## config.mk

```make
export PLATFORM = sky130hd
export DESIGN_NAME = gradient_gate_scale_quantizer_unit
export DESIGN_NICKNAME = d
export VERILOG_FILES = /design/src/hw/rtl/ggsq_pkg.sv /design/src/hw/rtl/gradient_gate_scale_quantizer_unit.sv /design/src/hw/rtl/ggsq_snap.sv
export SDC_FILE = /design/constraint.sdc
export NUM_CORES = 1
export LEC_CHECK = 0
export ABC_AREA = 1
export BUFFER_PORTS_ARGS = -buffer_cell sky130_fd_sc_hd__buf_2
export CORE_AREA = 2 2 192 194
export CTS_CLUSTER_DIAMETER = 80
export DETAILED_ROUTE_END_ITERATION = 12
export DIE_AREA = 0 0 194 196
export PLACE_DENSITY_LB_ADDON = 0.2
export SLEW_MARGIN = 40
export SYNTH_ARGS = -nofsm -noshare
export SYNTH_HDL_FRONTEND = slang
export SYNTH_SLANG_ARGS = --single-unit
```

## constraint.sdc

```tcl
create_clock -name clock -period 7.5 [get_ports clock]
set_input_delay 0.375 -clock clock [delete_from_list [all_inputs] [get_ports clock]]
set_output_delay 0.375 -clock clock [all_outputs]
set_load 0.01 [all_outputs]
```

## src/hw/rtl/ggsq_pkg.sv

```systemverilog
package ggsq_pkg;

   localparam int unsigned RegW     = 15;
   localparam int unsigned MaskW    = 12;
   localparam int unsigned SpanW    = 7;
   localparam int unsigned CsrIdxW  = 3;
   localparam int unsigned CsrDataW = 8;

   localparam logic [CsrIdxW-1:0] CSR_ROOT_NOTE   = 3'd0;
   localparam logic [CsrIdxW-1:0] CSR_OCTAVE_SPAN = 3'd1;
   localparam logic [CsrIdxW-1:0] CSR_GATE_ON     = 3'd2;
   localparam logic [CsrIdxW-1:0] CSR_GATE_OFF    = 3'd3;
   localparam logic [CsrIdxW-1:0] CSR_ACCENT      = 3'd4;
   localparam logic [CsrIdxW-1:0] CSR_RHYTHM_LOCK = 3'd5;
   localparam logic [CsrIdxW-1:0] CSR_LEVEL_SHIFT = 3'd6;

   localparam logic [RegW-1:0] LEVEL4_LIMIT = 15'd26214;
   localparam logic [RegW-1:0] LEVEL3_LIMIT = 15'd19660;
   localparam logic [RegW-1:0] LEVEL2_LIMIT = 15'd13107;
   localparam logic [RegW-1:0] LEVEL1_LIMIT = 15'd6553;

   localparam logic [3:0] SEMITONES     = 4'd12;
   localparam logic [3:0] LAST_SEMITONE = 4'd11;
   localparam logic [6:0] RECIP12       = 7'd43;

   typedef enum logic [4:0] {
      SNAP_IDLE   = 5'b00001,
      SNAP_MUL    = 5'b00010,
      SNAP_MOD    = 5'b00100,
      SNAP_SEARCH = 5'b01000,
      SNAP_DONE   = 5'b10000
   } snap_state_type;

   typedef struct packed {
      logic idle;
      logic done;
   } snap_stat_type;

   function automatic logic [MaskW-1:0] scale_mask(input logic [2:0] lvl);
      logic [MaskW-1:0] m;
      case (lvl)
         3'd0: m = 12'h0FFF;
         3'd1: m = 12'h06DB;
         3'd2: m = 12'h09AD;
         3'd3: m = 12'h0AB5;
         3'd4: m = 12'h0295;
         default: m = 12'h0295;
      endcase
      return m;
   endfunction

endpackage

```

## src/hw/rtl/gradient_gate_scale_quantizer_unit.sv

```systemverilog
// an accepted transaction passes the step unit states mul, mod, search and done, then loads
// the result register; the nearest-semitone search of the step unit takes one to twelve steps
// one transaction in the step unit at a time; req_stall is high until it returns to idle
// reset: synchronous; registers return to their defaults, gate, history and tick
// counter clear, and the result register empties
module gradient_gate_scale_quantizer_unit
   import ggsq_pkg::*;
(
   input  logic                clock,
   input  logic                reset,
   input  logic                req_valid,
   output logic                req_stall,
   input  logic [7:0]          req_raw_value,
   input  logic [7:0]          req_depth_feature,
   input  logic [7:0]          req_strength_feature,
   input  logic [RegW-1:0]     req_regularity,
   input  logic [4:0]          req_pos_x,
   input  logic [4:0]          req_pos_y,
   output logic                rsp_valid,
   input  logic                rsp_stall,
   output logic [31:0]         rsp_step_count,
   output logic [4:0]          rsp_out_x,
   output logic [4:0]          rsp_out_y,
   output logic [7:0]          rsp_note,
   output logic                rsp_gate_out,
   output logic                rsp_note_on,
   output logic                rsp_accent,
   output logic [7:0]          rsp_strength_out,
   output logic [7:0]          rsp_regularity_out,
   input  logic                csr_we,
   input  logic [CsrIdxW-1:0]  csr_index,
   input  logic [CsrDataW-1:0] csr_wdata
);

   logic [6:0]  root_ff;
   logic [3:0]  octave_ff;
   logic [7:0]  gate_on_ff;
   logic [7:0]  gate_off_ff;
   logic [7:0]  accent_thr_ff;
   logic        lock_ff;
   logic [3:0]  bias_ff;

   logic        gate_ff, gate_in;
   logic [7:0]  last_raw_ff;
   logic        last_valid_ff;
   logic [31:0] step_ff;

   logic [31:0] c_step_ff;
   logic [4:0]  c_x_ff, c_y_ff;
   logic        c_gate_ff, c_note_on_ff, c_accent_ff;
   logic [7:0]  c_strength_ff, c_reg_ff;

   logic        rsp_valid_ff;
   logic [31:0] rsp_step_ff;
   logic [4:0]  rsp_x_ff, rsp_y_ff;
   logic [7:0]  rsp_note_ff, rsp_strength_ff, rsp_reg_ff;
   logic        rsp_gate_ff, rsp_note_on_ff, rsp_accent_ff;

   logic          accept;
   logic [7:0]    grad;
   logic [2:0]    level;
   logic signed [4:0] level_b;
   logic [2:0]    level_c;
   logic [MaskW-1:0] mask_w;
   logic          out_free;
   logic          take;
   snap_stat_type snap_stat;
   logic [7:0]    snap_note;

   assign accept    = req_valid & ~req_stall;
   assign req_stall = ~snap_stat.idle;
   assign out_free  = ~rsp_valid_ff | ~rsp_stall;
   assign take      = snap_stat.done & out_free;

   always_comb begin
      if (!last_valid_ff) begin
         grad = 8'd0;
      end else if (req_raw_value >= last_raw_ff) begin
         grad = req_raw_value - last_raw_ff;
      end else begin
         grad = last_raw_ff - req_raw_value;
      end
   end

   // hysteresis gate, turn-on held back on odd ticks under rhythm lock
   always_comb begin
      gate_in = gate_ff;
      if (!gate_ff && grad > gate_on_ff) begin
         if (!lock_ff || !step_ff[0]) begin
            gate_in = 1'b1;
         end
      end else if (gate_ff && grad < gate_off_ff) begin
         gate_in = 1'b0;
      end
   end

   always_comb begin
      if (req_regularity > LEVEL4_LIMIT) begin
         level = 3'd4;
      end else if (req_regularity > LEVEL3_LIMIT) begin
         level = 3'd3;
      end else if (req_regularity > LEVEL2_LIMIT) begin
         level = 3'd2;
      end else if (req_regularity > LEVEL1_LIMIT) begin
         level = 3'd1;
      end else begin
         level = 3'd0;
      end
      level_b = $signed({2'b00, level}) + $signed({bias_ff[3], bias_ff});
      if (level_b < 5'sd0) begin
         level_c = 3'd0;
      end else if (level_b > 5'sd4) begin
         level_c = 3'd4;
      end else begin
         level_c = level_b[2:0];
      end
      mask_w = scale_mask(level_c);
   end

   ggsq_snap u_snap (
      .clock  (clock),
      .reset  (reset),
      .start  (accept),
      .depth  (req_depth_feature),
      .mask   (mask_w),
      .octave (octave_ff),
      .root   (root_ff),
      .take   (take),
      .stat   (snap_stat),
      .note   (snap_note)
   );

   always_ff @(posedge clock) begin
      if (reset) begin
         root_ff       <= 7'd36;
         octave_ff     <= 4'd3;
         gate_on_ff    <= 8'd24;
         gate_off_ff   <= 8'd8;
         accent_thr_ff <= 8'd96;
         lock_ff       <= 1'b0;
         bias_ff       <= 4'd0;
      end else if (csr_we) begin
         case (csr_index)
            CSR_ROOT_NOTE:   root_ff       <= csr_wdata[6:0];
            CSR_OCTAVE_SPAN: octave_ff     <= csr_wdata[3:0];
            CSR_GATE_ON:     gate_on_ff    <= csr_wdata;
            CSR_GATE_OFF:    gate_off_ff   <= csr_wdata;
            CSR_ACCENT:      accent_thr_ff <= csr_wdata;
            CSR_RHYTHM_LOCK: lock_ff       <= csr_wdata[0];
            CSR_LEVEL_SHIFT: bias_ff       <= csr_wdata[3:0];
            default: ;
         endcase
      end
   end

   always_ff @(posedge clock) begin
      if (reset) begin
         gate_ff       <= 1'b0;
         last_raw_ff   <= 8'd0;
         last_valid_ff <= 1'b0;
         step_ff       <= 32'd0;
      end else if (accept) begin
         gate_ff       <= gate_in;
         last_raw_ff   <= req_raw_value;
         last_valid_ff <= 1'b1;
         step_ff       <= step_ff + 32'd1;
      end
   end

   always_ff @(posedge clock) begin
      if (accept) begin
         c_step_ff     <= step_ff;
         c_x_ff        <= req_pos_x;
         c_y_ff        <= req_pos_y;
         c_gate_ff     <= gate_in;
         c_note_on_ff  <= gate_in & ~gate_ff;
         c_accent_ff   <= req_strength_feature > accent_thr_ff;
         c_strength_ff <= req_strength_feature;
         c_reg_ff      <= req_regularity[RegW-1:7];
      end
   end

   always_ff @(posedge clock) begin
      if (reset) begin
         rsp_valid_ff <= 1'b0;
      end else if (take) begin
         rsp_valid_ff <= 1'b1;
      end else if (!rsp_stall) begin
         rsp_valid_ff <= 1'b0;
      end
   end

   always_ff @(posedge clock) begin
      if (take) begin
         rsp_step_ff     <= c_step_ff;
         rsp_x_ff        <= c_x_ff;
         rsp_y_ff        <= c_y_ff;
         rsp_note_ff     <= snap_note;
         rsp_gate_ff     <= c_gate_ff;
         rsp_note_on_ff  <= c_note_on_ff;
         rsp_accent_ff   <= c_accent_ff;
         rsp_strength_ff <= c_strength_ff;
         rsp_reg_ff      <= c_reg_ff;
      end
   end

   assign rsp_valid          = rsp_valid_ff;
   assign rsp_step_count     = rsp_step_ff;
   assign rsp_out_x          = rsp_x_ff;
   assign rsp_out_y          = rsp_y_ff;
   assign rsp_note           = rsp_note_ff;
   assign rsp_gate_out       = rsp_gate_ff;
   assign rsp_note_on        = rsp_note_on_ff;
   assign rsp_accent         = rsp_accent_ff;
   assign rsp_strength_out   = rsp_strength_ff;
   assign rsp_regularity_out = rsp_reg_ff;

   a_busy_after_accept: assert property (@(posedge clock) disable iff (reset)
      accept |=> req_stall)
      else $error("step unit idle right after a transaction");

   a_tick_advance: assert property (@(posedge clock) disable iff (reset)
      accept |=> step_ff == $past(step_ff) + 32'd1)
      else $error("tick counter did not advance");

   a_note_on_gate: assert property (@(posedge clock) disable iff (reset)
      rsp_valid_ff |-> !(rsp_note_on_ff && !rsp_gate_ff))
      else $error("note_on without gate");

endmodule

```

## src/hw/rtl/ggsq_snap.sv

```systemverilog
module ggsq_snap
   import ggsq_pkg::*;
(
   input  logic                clock,
   input  logic                reset,
   input  logic                start,
   input  logic [7:0]          depth,
   input  logic [MaskW-1:0]    mask,
   input  logic [3:0]          octave,
   input  logic [6:0]          root,
   input  logic                take,
   output snap_stat_type       stat,
   output logic [7:0]          note
);

   snap_state_type   state_ff, state_in;
   logic [7:0]       depth_ff, depth_in;
   logic [MaskW-1:0] mask_ff, mask_in;
   logic [SpanW-1:0] span_ff, span_in;
   logic [SpanW-1:0] pos_ff, pos_in;
   logic [SpanW-1:0] dpos_ff, dpos_in;
   logic [SpanW-1:0] upos_ff, upos_in;
   logic [3:0]       dmod_ff, dmod_in;
   logic [3:0]       umod_ff, umod_in;
   logic             dok_ff, dok_in;
   logic [3:0]       k_ff, k_in;
   logic [7:0]       note_ff, note_in;

   logic [3:0]       oct_c;
   logic [SpanW-1:0] span_w;
   logic [7:0]       mul_a;
   logic [6:0]       mul_b;
   logic [14:0]      mul_p;
   logic [3:0]       quo;
   logic [SpanW-1:0] rem_w;
   logic             d_hit, u_hit;

   // shared multiplier: depth scaling, then reciprocal for the mod 12
   assign mul_a = (state_ff == SNAP_MUL) ? depth_ff : {1'b0, pos_ff};
   assign mul_b = (state_ff == SNAP_MUL) ? (span_ff - 7'd1) : RECIP12;
   assign mul_p = 15'(mul_a) * 15'(mul_b);
   assign quo   = mul_p[12:9];
   assign rem_w = pos_ff - {quo, 3'b000} - {1'b0, quo, 2'b00};

   assign oct_c  = (octave == 4'd0) ? 4'd1 : ((octave > 4'd8) ? 4'd8 : octave);
   assign span_w = {oct_c, 3'b000} + {1'b0, oct_c, 2'b00};

   assign d_hit = dok_ff & mask_ff[dmod_ff];
   assign u_hit = (upos_ff < span_ff) & mask_ff[umod_ff];

   always_comb begin
      state_in = state_ff;
      depth_in = depth_ff;
      mask_in  = mask_ff;
      span_in  = span_ff;
      pos_in   = pos_ff;
      dpos_in  = dpos_ff;
      upos_in  = upos_ff;
      dmod_in  = dmod_ff;
      umod_in  = umod_ff;
      dok_in   = dok_ff;
      k_in     = k_ff;
      note_in  = note_ff;
      case (state_ff)
         SNAP_IDLE: begin
            if (start) begin
               depth_in = depth;
               mask_in  = mask;
               span_in  = span_w;
               state_in = SNAP_MUL;
            end
         end
         SNAP_MUL: begin
            pos_in   = mul_p[14:8];
            state_in = SNAP_MOD;
         end
         SNAP_MOD: begin
            dpos_in  = pos_ff;
            upos_in  = pos_ff;
            dmod_in  = rem_w[3:0];
            umod_in  = rem_w[3:0];
            dok_in   = 1'b1;
            k_in     = 4'd0;
            state_in = SNAP_SEARCH;
         end
         SNAP_SEARCH: begin
            if (d_hit) begin
               note_in  = {1'b0, root} + {1'b0, dpos_ff};
               state_in = SNAP_DONE;
            end else if (u_hit) begin
               note_in  = {1'b0, root} + {1'b0, upos_ff};
               state_in = SNAP_DONE;
            end else if (k_ff == LAST_SEMITONE) begin
               note_in  = {1'b0, root} + {1'b0, pos_ff};
               state_in = SNAP_DONE;
            end else begin
               k_in    = k_ff + 4'd1;
               upos_in = upos_ff + 7'd1;
               umod_in = (umod_ff == LAST_SEMITONE) ? 4'd0 : umod_ff + 4'd1;
               if (dpos_ff == 7'd0) begin
                  dok_in = 1'b0;
               end else begin
                  dpos_in = dpos_ff - 7'd1;
               end
               dmod_in = (dmod_ff == 4'd0) ? SEMITONES - 4'd1 : dmod_ff - 4'd1;
            end
         end
         SNAP_DONE: begin
            if (take) begin
               state_in = SNAP_IDLE;
            end
         end
         default: state_in = SNAP_IDLE;
      endcase
   end

   always_ff @(posedge clock) begin
      if (reset) begin
         state_ff <= SNAP_IDLE;
      end else begin
         state_ff <= state_in;
      end
      depth_ff <= depth_in;
      mask_ff  <= mask_in;
      span_ff  <= span_in;
      pos_ff   <= pos_in;
      dpos_ff  <= dpos_in;
      upos_ff  <= upos_in;
      dmod_ff  <= dmod_in;
      umod_ff  <= umod_in;
      dok_ff   <= dok_in;
      k_ff     <= k_in;
      note_ff  <= note_in;
   end

   assign stat.idle = (state_ff == SNAP_IDLE);
   assign stat.done = (state_ff == SNAP_DONE);
   assign note      = note_ff;

endmodule
```

# Word level (Yosys, flattened, before mapping)

Cells that the tools add are included.

Add/subtract/negate cells: 16
Reduce and logical (&&, ||, !) cells: 26
Magnitude comparators: 14
Multiplexer cells: 59
Equal/unequal tests: 25
Bitwise operators: 10
Multipliers: 1

Operator list:

| kind                                                            | count |
|---|---|
| 2-to-1 mux 7 bit                                                | 8 |
| 2-to-1 mux 4 bit                                                | 13 |
| 2-to-1 mux 8 bit                                                | 6 |
| case mux 12 bit (4 select lines)                                | 1 |
| adder 32 x 1 -> 32 bit, second input constant                   | 1 |
| greater-than comparator 15 bit, second input constant           | 2 |
| case mux 7 bit (2 select lines)                                 | 2 |
| 2-to-1 mux 5 bit                                                | 5 |
| case mux 5 bit (5 select lines)                                 | 1 |
| adder 7 x 7 -> 8 bit                                            | 3 |
| case mux 4 bit (2 select lines)                                 | 3 |
| AND reduction 2 bit                                             | 9 |
| greater-than comparator 8 bit                                   | 2 |
| subtractor 8 bit                                                | 2 |
| greater-than comparator 15 x 13 -> 1 bit, second input constant | 1 |
| greater-than comparator 15 x 14 -> 1 bit, second input constant | 1 |
| multiplier 8 x 7 -> 15 bit                                      | 1 |
| subtractor 7 x 1 -> 7 bit, second input constant                | 2 |
| == test 3 x 2 -> 1 bit, second input constant                   | 4 |
| 2-to-1 mux 1 bit                                                | 12 |
| inequality test 2 bit, second input constant                    | 6 |
| less-than comparator 4 x 5 -> 1 bit, second input constant      | 2 |
| AND reduction 5 bit                                             | 2 |
| == test 3 bit, second input constant                            | 3 |
| other kinds (38)                                                | 59 |

Input bits: 65
Output and inout port bits: 71
Bits in registers: 287

# Logic depth before layout (Yosys ltp)

Gate-level depths: netlist of the first run.

Word-level depth: 11
Gate-level depth with buffers: 30
Depth with buffers taken out: 30

# Cells and area by module

A second synthesis of the first run with hierarchy kept.

Cells, all modules: 1623
Area total of the unflattened synthesis: 15058.2 um^2

By module, submodules not included:

| module                             | times used | cells an instance | seq. area each (um^2) | area an instance (um^2) |
|---|---|---|---|---|
| gradient_gate_scale_quantizer_unit | 1          | 997               | 5565.3                | 9479.1 |
| ggsq_snap                          | 1          | 626               | 2112.0                | 5579.1 |

# Worst setup path before layout of the first run

OpenSTA, ideal clock, no wires.

Kind: reg-to-reg
From: register u_snap.state_ff[2]
To: register u_snap.dmod_ff[3] (data pin)
Slack: 2.404 ns
Stages on the path, launching flop included: 28
Arrival: 4.840 ns
Required time: 7.244 ns
Path through: dfxtp_1 nor2_4 nand3_1 inv_1 nand2_1 o21ai_1 inv_1 nor2_1 fa_1 inv_1 fa_1 fa_1 inv_1 fa_1 ha_1 nand2_1 o21ai_0 inv_1 nand2_1 inv_1 nand2_1 nand2_1 ha_1 xor2_1 inv_1 nand3_1 nand3_1 nand2_1

Word-level cells in the longest chain between the ends: 6
Elaborated cells between the ends (all ways): 9
Classes of those cells: 2 x add/sub; 1 x mul; 3 x eq/ne; 3 x mux

Ends and longest elaborated chain:

| what                                                        | RTL line                         | source |
|---|---|---|
| start: declaration                                          | ggsq_snap.sv:16                  | `snap_state_type state_ff, state_in;` |
| start signal: assignment                                    | ggsq_snap.sv:121                 | `state_ff <= state_in;` |
| == test 5 x 2 -> 1 bit *                                    | ggsq_snap.sv:39, ggsq_snap.sv:40 |  |
| 2-to-1 mux 8 bit / 2-to-1 mux 7 bit (equally long branches) | ggsq_snap.sv:39, ggsq_snap.sv:40 |  |
| multiplier 8 x 7 -> 15 bit *                                | ggsq_snap.sv:41                  | `assign mul_p = 15'(mul_a) * 15'(mul_b);` |
| via u_snap.mul_p[9]                                         | ggsq_snap.sv:33                  | `logic [14:0] mul_p;` |
| subtractor 4 bit                                            | ggsq_snap.sv:43                  | `assign rem_w = pos_ff - {quo, 3'b000} - {1'b0, quo, 2'b00};` |
| subtractor 4 bit *                                          | ggsq_snap.sv:43                  |  |
| case mux 4 bit (2 select lines) *                           | ggsq_snap.sv:64                  | `case (state_ff)` |
| via u_snap.dmod_in[3]                                       | ggsq_snap.sv:23                  | `logic [3:0] dmod_ff, dmod_in;` |
| end signal: assignment                                      | ggsq_snap.sv:129                 | `dmod_ff <= dmod_in;` |
| end: declaration                                            | ggsq_snap.sv:23                  |  |

Mark *: on every way through the listed nets, which the timed path passes. The rest lies on a longest branch.
A chain may end at the register's enable or synchronous reset.

# Final worst setup path of the first run

From: register u_snap.state_ff[1]
To: register u_snap.umod_ff[3] (data pin)

Word-level cells in the longest chain between the ends: 6
Elaborated cells between the ends (all ways): 9
Classes of those cells: 2 x add/sub; 1 x mul; 3 x eq/ne; 3 x mux

Ends and longest elaborated chain:

| what                                                        | RTL line                         | source |
|---|---|---|
| == test 5 x 2 -> 1 bit *                                    | ggsq_snap.sv:39, ggsq_snap.sv:40 |  |
| 2-to-1 mux 8 bit / 2-to-1 mux 7 bit (equally long branches) | ggsq_snap.sv:39, ggsq_snap.sv:40 |  |
| multiplier 8 x 7 -> 15 bit *                                | ggsq_snap.sv:41                  |  |
| via u_snap.mul_p[9]                                         | ggsq_snap.sv:33                  |  |
| subtractor 4 bit                                            | ggsq_snap.sv:43                  |  |
| subtractor 4 bit *                                          | ggsq_snap.sv:43                  |  |
| case mux 4 bit (2 select lines) *                           | ggsq_snap.sv:64                  |  |
| via u_snap.umod_in[3]                                       | ggsq_snap.sv:24                  | `logic [3:0] umod_ff, umod_in;` |
| end signal: assignment                                      | ggsq_snap.sv:130                 | `umod_ff <= umod_in;` |
| end: declaration                                            | ggsq_snap.sv:24                  |  |

Marks and branches as above.

==> results of run 1 <==
worst max-delay path, delay by kind of cell, from the launching register on:
family          cells  cell delay, ps
fa+ha+maj           6            2370
simple gates       11            1390
buf+inv             8             990
compound gates      2             480
flops               1             330
xor+xnor            1             150
metal layers:
| metal | vias to the layer above | part of all wire [%] |
|---|---|---|
| li1 | 5225 | - |
| met5 | - | 0 |
| met3 | 48 | 4.5 |
| met1 | 4735 | 48 |
| met2 | 245 | 45 |
| met4 | 0 | 2.2 |
power by group:
group	switching, mW	leakage [nW]	internal (mW)
clock network	0.599	0.455	0.777
registers	0.0268	2.48	1.74
logic	0.381	4.18	0.229
final timing paths:
check                           from                  end  slack, ps  cells after the start
setup / recovery  u_snap.state_ff[1]    u_snap.umod_ff[3]       1520                     28
hold / removal    req_regularity[12]          c_reg_ff[5]         50                      1
hold reg to reg     c_strength_ff[4]  rsp_strength_out[4]        410                      0
setup reg to reg  u_snap.state_ff[1]    u_snap.umod_ff[3]       1520                     28
per-stage QoR:
step / util, % / total power, mW / setup WS, ps / instances
after detailed placement: 42.8 / 2.40 / 1540 / 2038
after global placement: 42.8 / 2.38 / 1610 / 2038
after floorplan: - / 2.23 / 2400 / 1453
after CTS: 46.1 / 3.80 / 1500 / 2120
after global routing: 46.1 / 3.97 / 886 / 2120
final: 46.1 / 3.75 / 1520 / 2120
state kept, by name (all words and copies together), names as in the netlist, 6 cells and up:
signal,count
rsp_strength_out,8
c_step_ff,32
accent_thr_ff,8
c_strength_ff,8
rsp_regularity_out,8
u_snap.pos_ff,7
rsp_step_count,32
u_snap.upos_ff,7
u_snap.note,8
u_snap.dpos_ff,7
u_snap.mask_ff,6
root_ff,7
u_snap.depth_ff,8
last_raw_ff,8
rsp_note,8
gate_on_ff,8
step_ff,32
gate_off_ff,8
c_reg_ff,8
logic make-up (layout without fill, tap and decap cells):
group	after synthesis	in the layout	synth area share [%]
flip-flops	279	279	52.7
AO/OA/AOI/OAI	262	262	9.91
XOR/XNOR	41	41	2.52
AND/OR/NAND/NOR	475	475	14.6
buffers and inverters	265	464	6.99
adder cells (fa/ha/maj)	130	130	13.2
multiplexers	1	1	0.0704
cell type report:
| type | instances | area (um2) |
|---|---|---|
| multi-input combinational | 909 | 5740 |
| tap | 468 | 586 |
| sequential | 279 | 7500 |
| clock inverter | 16 | 106 |
| fill | 3469 | 19400 |
| clock buffer | 40 | 828 |
| timing repair buffer | 165 | 973 |
| inverter | 243 | 913 |
cell usage in the layout (no fill, tap or decap), drive strengths merged, types with 33 or more instances in the layout:
cell type | synthesis | final
a21oi | 104 | 104
buf | 1 | 139
clkbuf | 21 | 40
dfxtp | 88 | 88
edfxtp | 191 | 191
fa | 33 | 33
ha | 97 | 97
inv | 242 | 243
nand2 | 204 | 204
nand3 | 58 | 58
nor2 | 156 | 156
o21ai | 122 | 122
xor2 | 33 | 33
==> flow_summary.json, run 1 <==
{
  "async_flop_share_pct": 0,
  "seq_area_frac_synth_pct": 52.7,
  "ctsLongestPathBuffers": 3,
  "finalHoldViolCount": 0,
  "initial_core_util_pct": 39.4,
  "powerDensity_nw_per_um2": 225,
  "final_layout_size_suffix_gt1_share_pct": 12.7,
  "ctsResizeCount": 0,
  "use_met2_pct": 27.2,
  "cpPeakStageDelay_ps": 540,
  "diodes": 0,
  "rsz0062_at_grt": "false",
  "path_class": "flip-flop to flip-flop",
  "route.detailed.drc": 0,
  "fin_nets": 1823,
  "place.gp.congestion": 0.878,
  "synth.area.top_cells": "edfxtp_1 40%, dfxtp_1 12%, ha_1 8.5%, inv_1 6.4%, nand2_1 5.3%",
  "setup_viol": 0,
  "antenna_left": 0,
  "ys_types": 45,
  "synth_top_area_cell": "edfxtp_1",
  "die_x_um": 194,
  "synthFlopType": "edfxtp_1",
  "synthTopCellsByCount": "242 x inv_1, 199 x nand2_1, 191 x edfxtp_1",
  "die_y_um": 196,
  "wl_per_cell_um": 14.6,
  "fin_skew_ps": 18.7,
  "cts_tree": "yes",
  "viasPerCell": 4.84,
  "status": "finished clean",
  "drtIter0Drc": 636,
  "portBuffers": 135,
  "cp_slowest_cell": "fa_1",
  "holdWs_ps": 49.3,
  "finalCritPeriodShare_pct": 79.7,
  "cts_buffers": 30,
  "dr.pass1.iters": 4,
  "cp.required_ps": 7820,
  "clock-sinks": 279,
  "core_um2": 36100,
  "rows": 70,
  "clk_pin_slew_ps": 60,
  "vdd_ir_drop_max_uv": 161,
  "synth_edf_count": 191,
  "slew_viol_final": 0,
  "num_vias": 10300,
  "overflow": 0,
  "worstPathArrival_ps": 6290,
  "dpl.hpwl_um": 23000,
  "maxCapViolCount": 0,
  "cts-root-buf": "clkbuf_16",
  "postSynthCellCount": 1453,
  "synth_top_cell_area_share_pct": 40.3,
  "dieArea_um2": 38000,
  "cp_max_fo": 16,
  "grt_busiest_layer": "met2",
  "syn_avg_cell_area_um2": 9.79,
  "syn_area_um2": 14200,
  "insertion_delay_ps": 570,
  "place_area_um2": 15400,
  "globalRouteTotalUtil_pct": 16.3,
  "cts_hold_buffers": 26,
  "timing.fmax_ghz": 0.167,
  "grt_antenna_before_repair": 0,
  "syn_nets": 1648,
  "h-tree-depth": 1,
  "hold_class": "input port to flip-flop",
  "synth-seq-cells": 279,
  "yosysMostFrequentCell": "inv_1",
  "min_period_ps": 5980,
  "p_leak_nw": 7.12,
  "final_area_um2": 16600,
  "area_delta_synth_final_pct": 17.0,
  "grt_pass1_wl_um": 51300,
  "grt_util_met1_pct": 22.4,
  "worst_setup_path_start_kind": "flip-flop",
  "slew-limit-headroom_pct": 50.9,
  "fin_setup_tns_ps": 0,
  "ys_warn_count": 0,
  "path_common_cell": "inv_1",
  "grt_max_degree": 75,
  "grt_use_met3_pct": 2.42,
  "end_kind": "flip-flop",
  "cts_setup_buffers": 0,
  "tightest_slew_ps": 736,
  "wirelength_um": 30900,
  "grt_pass1_vias": 10200,
  "io_pins": 136
}
No activity file was read; power rests on OpenSTA's default activity.
==> run 2, diff against run 1 <==
- ABC_AREA: 1 -> 0
- CORE_AREA: 2 2 192 194 -> 2 2 190 192
- DIE_AREA: 0 0 194 196 -> 0 0 192 194
- clock period: 7.5 -> 5.35 ns (I/O delays scaled with it)
==> flow_summary.json, run 2 <==
{
  "viasPerCell": 4.91,
  "path_buf_inv": 3,
  "ctsLongestPathBuffers": 3,
  "fill_cells": 3237,
  "antenna_left": 0,
  "fin_setup_tns_ps": 0,
  "worstPathArrival_ps": 5580,
  "clkPwrFrac_pct": 43.1,
  "ys_types": 65,
  "wirelength_um": 30200,
  "switchingPower_mw": 1.29,
  "slew-limit-headroom_pct": 48.9,
  "p_seq_share_pct": 44.4,
  "cp.required_ps": 5610,
  "p_sw_share_pct": 23.6,
  "path_class": "flip-flop to flip-flop",
  "final_common_cell": "edfxtp_1",
  "mostFrequentLayoutCells": "191 x edfxtp_1, 137 x nand2_1, 135 x buf_2",
  "highest_layer": "met5",
  "dpl.hpwl_um": 21900,
  "grt_pass1_wl_um": 48300,
  "h-tree-depth": 2,
  "powerDensity_nw_per_um2": 318,
  "hold_class": "input port to flip-flop",
  "end_kind": "flip-flop",
  "cts_buffers": 34,
  "grt_pass1_vias": 9444,
  "m1WireLength_um": 14400,
  "min_period_ps": 5320,
  "fin_nets": 1660,
  "path_delay_family": "adder cells",
  "p_leak_nw": 6.94,
  "wl_per_cell_um": 15.5,
  "timing.rr.start": "u_snap.span_ff[2]",
  "path_cells": "inv_1 -> ha_1 -> nand3_2 -> xnor2_2 -> nor2_1 -> and2_1 -> fa_1 -> inv_1 -> fa_1 -> fa_1 -> inv_1 -> fa_1 -> ha_4 -> o21ai_2 -> a221oi_2 -> a31oi_2 -> ha_2 -> xnor2_2 -> xnor2_1 -> xnor2_1 -> o22ai_1",
  "fin_skew_ps": 11.0,
  "comb_power_share_pct": 12.4,
  "drtIter0Drc": 528,
  "synth_edf_count": 191,
  "met3_length_um": 1350,
  "slew_viol_final": 0,
  "num_vias": 9586,
  "holdWs_ps": 31.7,
  "hp-start": "csr_wdata[5]",
  "ys_warn_count": 0,
  "dieArea_um2": 37200,
  "die_x_um": 192,
  "async_flop_share_pct": 0,
  "grt_max_degree": 78,
  "setup_viol": 0,
  "cpPeakStageDelay_ps": 540,
  "multi_input_area_um2": 6090,
  "status": "finished clean",
  "synth_top_area_cell": "edfxtp_1",
  "p_int_mw": 4.18,
  "cts_tree": "yes",
  "synthTopCellsByCount": "191 x edfxtp_1, 138 x nand2_1, 112 x inv_1",
  "cp_slowest_cell": "fa_1",
  "syn_nets": 1430,
  "overflow": 0,
  "io_pins": 136,
  "synth-seq-cells": 279,
  "tightest_slew_ps": 765,
  "rsz0062_at_grt": "true",
  "core_um2": 35200,
  "seq_area_um2": 7500,
  "place.gp.congestion": 0.821,
  "clock-sinks": 279,
  "syn_area_um2": 13900,
  "route.detailed.drc": 0,
  "cp_max_fo": 4,
  "die_y_um": 194,
  "maxCapViolCount": 0,
  "insertion_delay_ps": 530,
  "rows": 69,
  "synth.area.top_cells": "edfxtp_1 41%, dfxtp_1 13%, ha_1 8.7%, fa_1 4.8%, nand2_1 3.7%",
  "seq_area_frac_synth_pct": 53.9,
  "portBuffers": 135,
  "globalRouteTotalUtil_pct": 16.3,
  "finalHoldViolCount": 0,
  "synth_top_cell_area_share_pct": 41.2,
  "clk_pin_slew_ps": 60,
  "postSynthCellCount": 1235,
  "area_delta_synth_final_pct": 23.9,
  "cts-root-buf": "clkbuf_16",
  "yosysMostFrequentCell": "edfxtp_1",
  "grt_antenna_before_repair": 4,
  "dr.pass1.iters": 4,
  "synthFlopType": "edfxtp_1",
  "final_layout_size_suffix_gt1_share_pct": 18.6,
  "path_common_cell": "fa_1",
  "cp-startpoint": "u_snap.span_ff[2]",
  "syn_avg_cell_area_um2": 11.3,
  "wl_met2_um": 13600,
  "vdd_ir_drop_max_uv": 246,
  "timing.fmax_ghz": 0.188,
  "finalCritPeriodShare_pct": 99.4,
  "worst_setup_path_start_kind": "flip-flop",
  "initial_core_util_pct": 39.5,
  "power.total_mw": 5.47
}
[run 2: cell count changes in the layout (fill, tap and decap cells not counted), moves of 29 or more]
cell     delta
nand2_1    -61
nand3_1    -34
nor2_1     -43
buf_4      +37
mux2i_1    +29
o21ai_0    -88
inv_1     -134
[run 2: cell families after synthesis]
kind of cell,share of synthesized area [%]
AND/OR/NAND/NOR,12.9
buffers and inverters,3.85
adder cells (fa/ha/maj),13.5
XOR/XNOR,3.78
AO/OA/AOI/OAI,9.21
flip-flops,53.9
multiplexers,2.86
[run 2: final cells by class]
class / instances / share of cell area [%]
Inverter: 114 / 2.51
Timing Repair Buffer: 222 / 8.45
Multi-Input combinational cell: 814 / 35.4
Clock buffer: 46 / 5.62
Clock inverter: 16 / 1.17
Antenna cell: 2 / 0.0290
Tap cell: 461 / 3.35
Sequential cell: 279 / 43.5
[run 2: worst paths after layout]
kind | to | slack, ps | depth (start not counted)
worst max register to register | u_snap.umod_ff[3] | 30 | 21
worst min register to register | rsp_step_count[18] | 410 | 0
worst max-delay path | u_snap.umod_ff[3] | 30 | 21
worst min-delay path | gate_off_ff[5] | 30 | 3
[run 2: metrics by stage]
step | area [um2] | worst slack [ps] | util [%] | std cells
after detailed placement | 15400 | -112 | 43.7 | 1844
after global placement | 15400 | 49.3 | 43.7 | 1844
after global routing | 17200 | -173 | 48.9 | 1954
after floorplan | 13900 | 3.05 | - | 1235
final | 17200 | 33.4 | 48.9 | 1954
after CTS | 17100 | 1.34 | 48.5 | 1952
[run 2: routing by layer]
layer	track usage, %	vias to the layer above
met5	0	-
met3	3.71	51
met1	22.1	4533
met4	5.71	4
li1	-	4801
met2	25.8	197
[run 2: power by group through the flow]
| stage | registers (mW) | clock network, mW | logic (mW) |
|---|---|---|---|
| 2_1_floorplan | 2.47 | 0 | 0.416 |
| 3_3_place_gp | 2.48 | 0 | 0.588 |
| 3_5_place_dp | 2.48 | 0 | 0.600 |
| 4_1_cts | 2.43 | 2.43 | 0.657 |
| 5_1_grt | 2.44 | 2.52 | 0.762 |
| 6_report | 2.43 | 2.36 | 0.679 |
[run 2: worst reg2reg max path, stage by stage, from the launching register on]
cell and delay (ps):
edfxtp_1 390, inv_1 90, ha_1 190, nand3_2 100
xnor2_2 270, nor2_1 90, and2_1 180, fa_1 530
inv_1 50, fa_1 500, fa_1 540, inv_1 50
fa_1 480, ha_4 300, o21ai_2 70, a221oi_2 350
a31oi_2 80, ha_2 210, xnor2_2 130, xnor2_1 180
xnor2_1 170, o22ai_1 90
[run 2: timing repair]
action / in CTS / in global routing
setup endpoints to repair: 3 / 6
hold endpoints to repair: 45 / 0
resized for setup: 12 / 22
pin swaps: 12 / 22
hold buffers: 43 / 0
setup buffers: 3 / 1
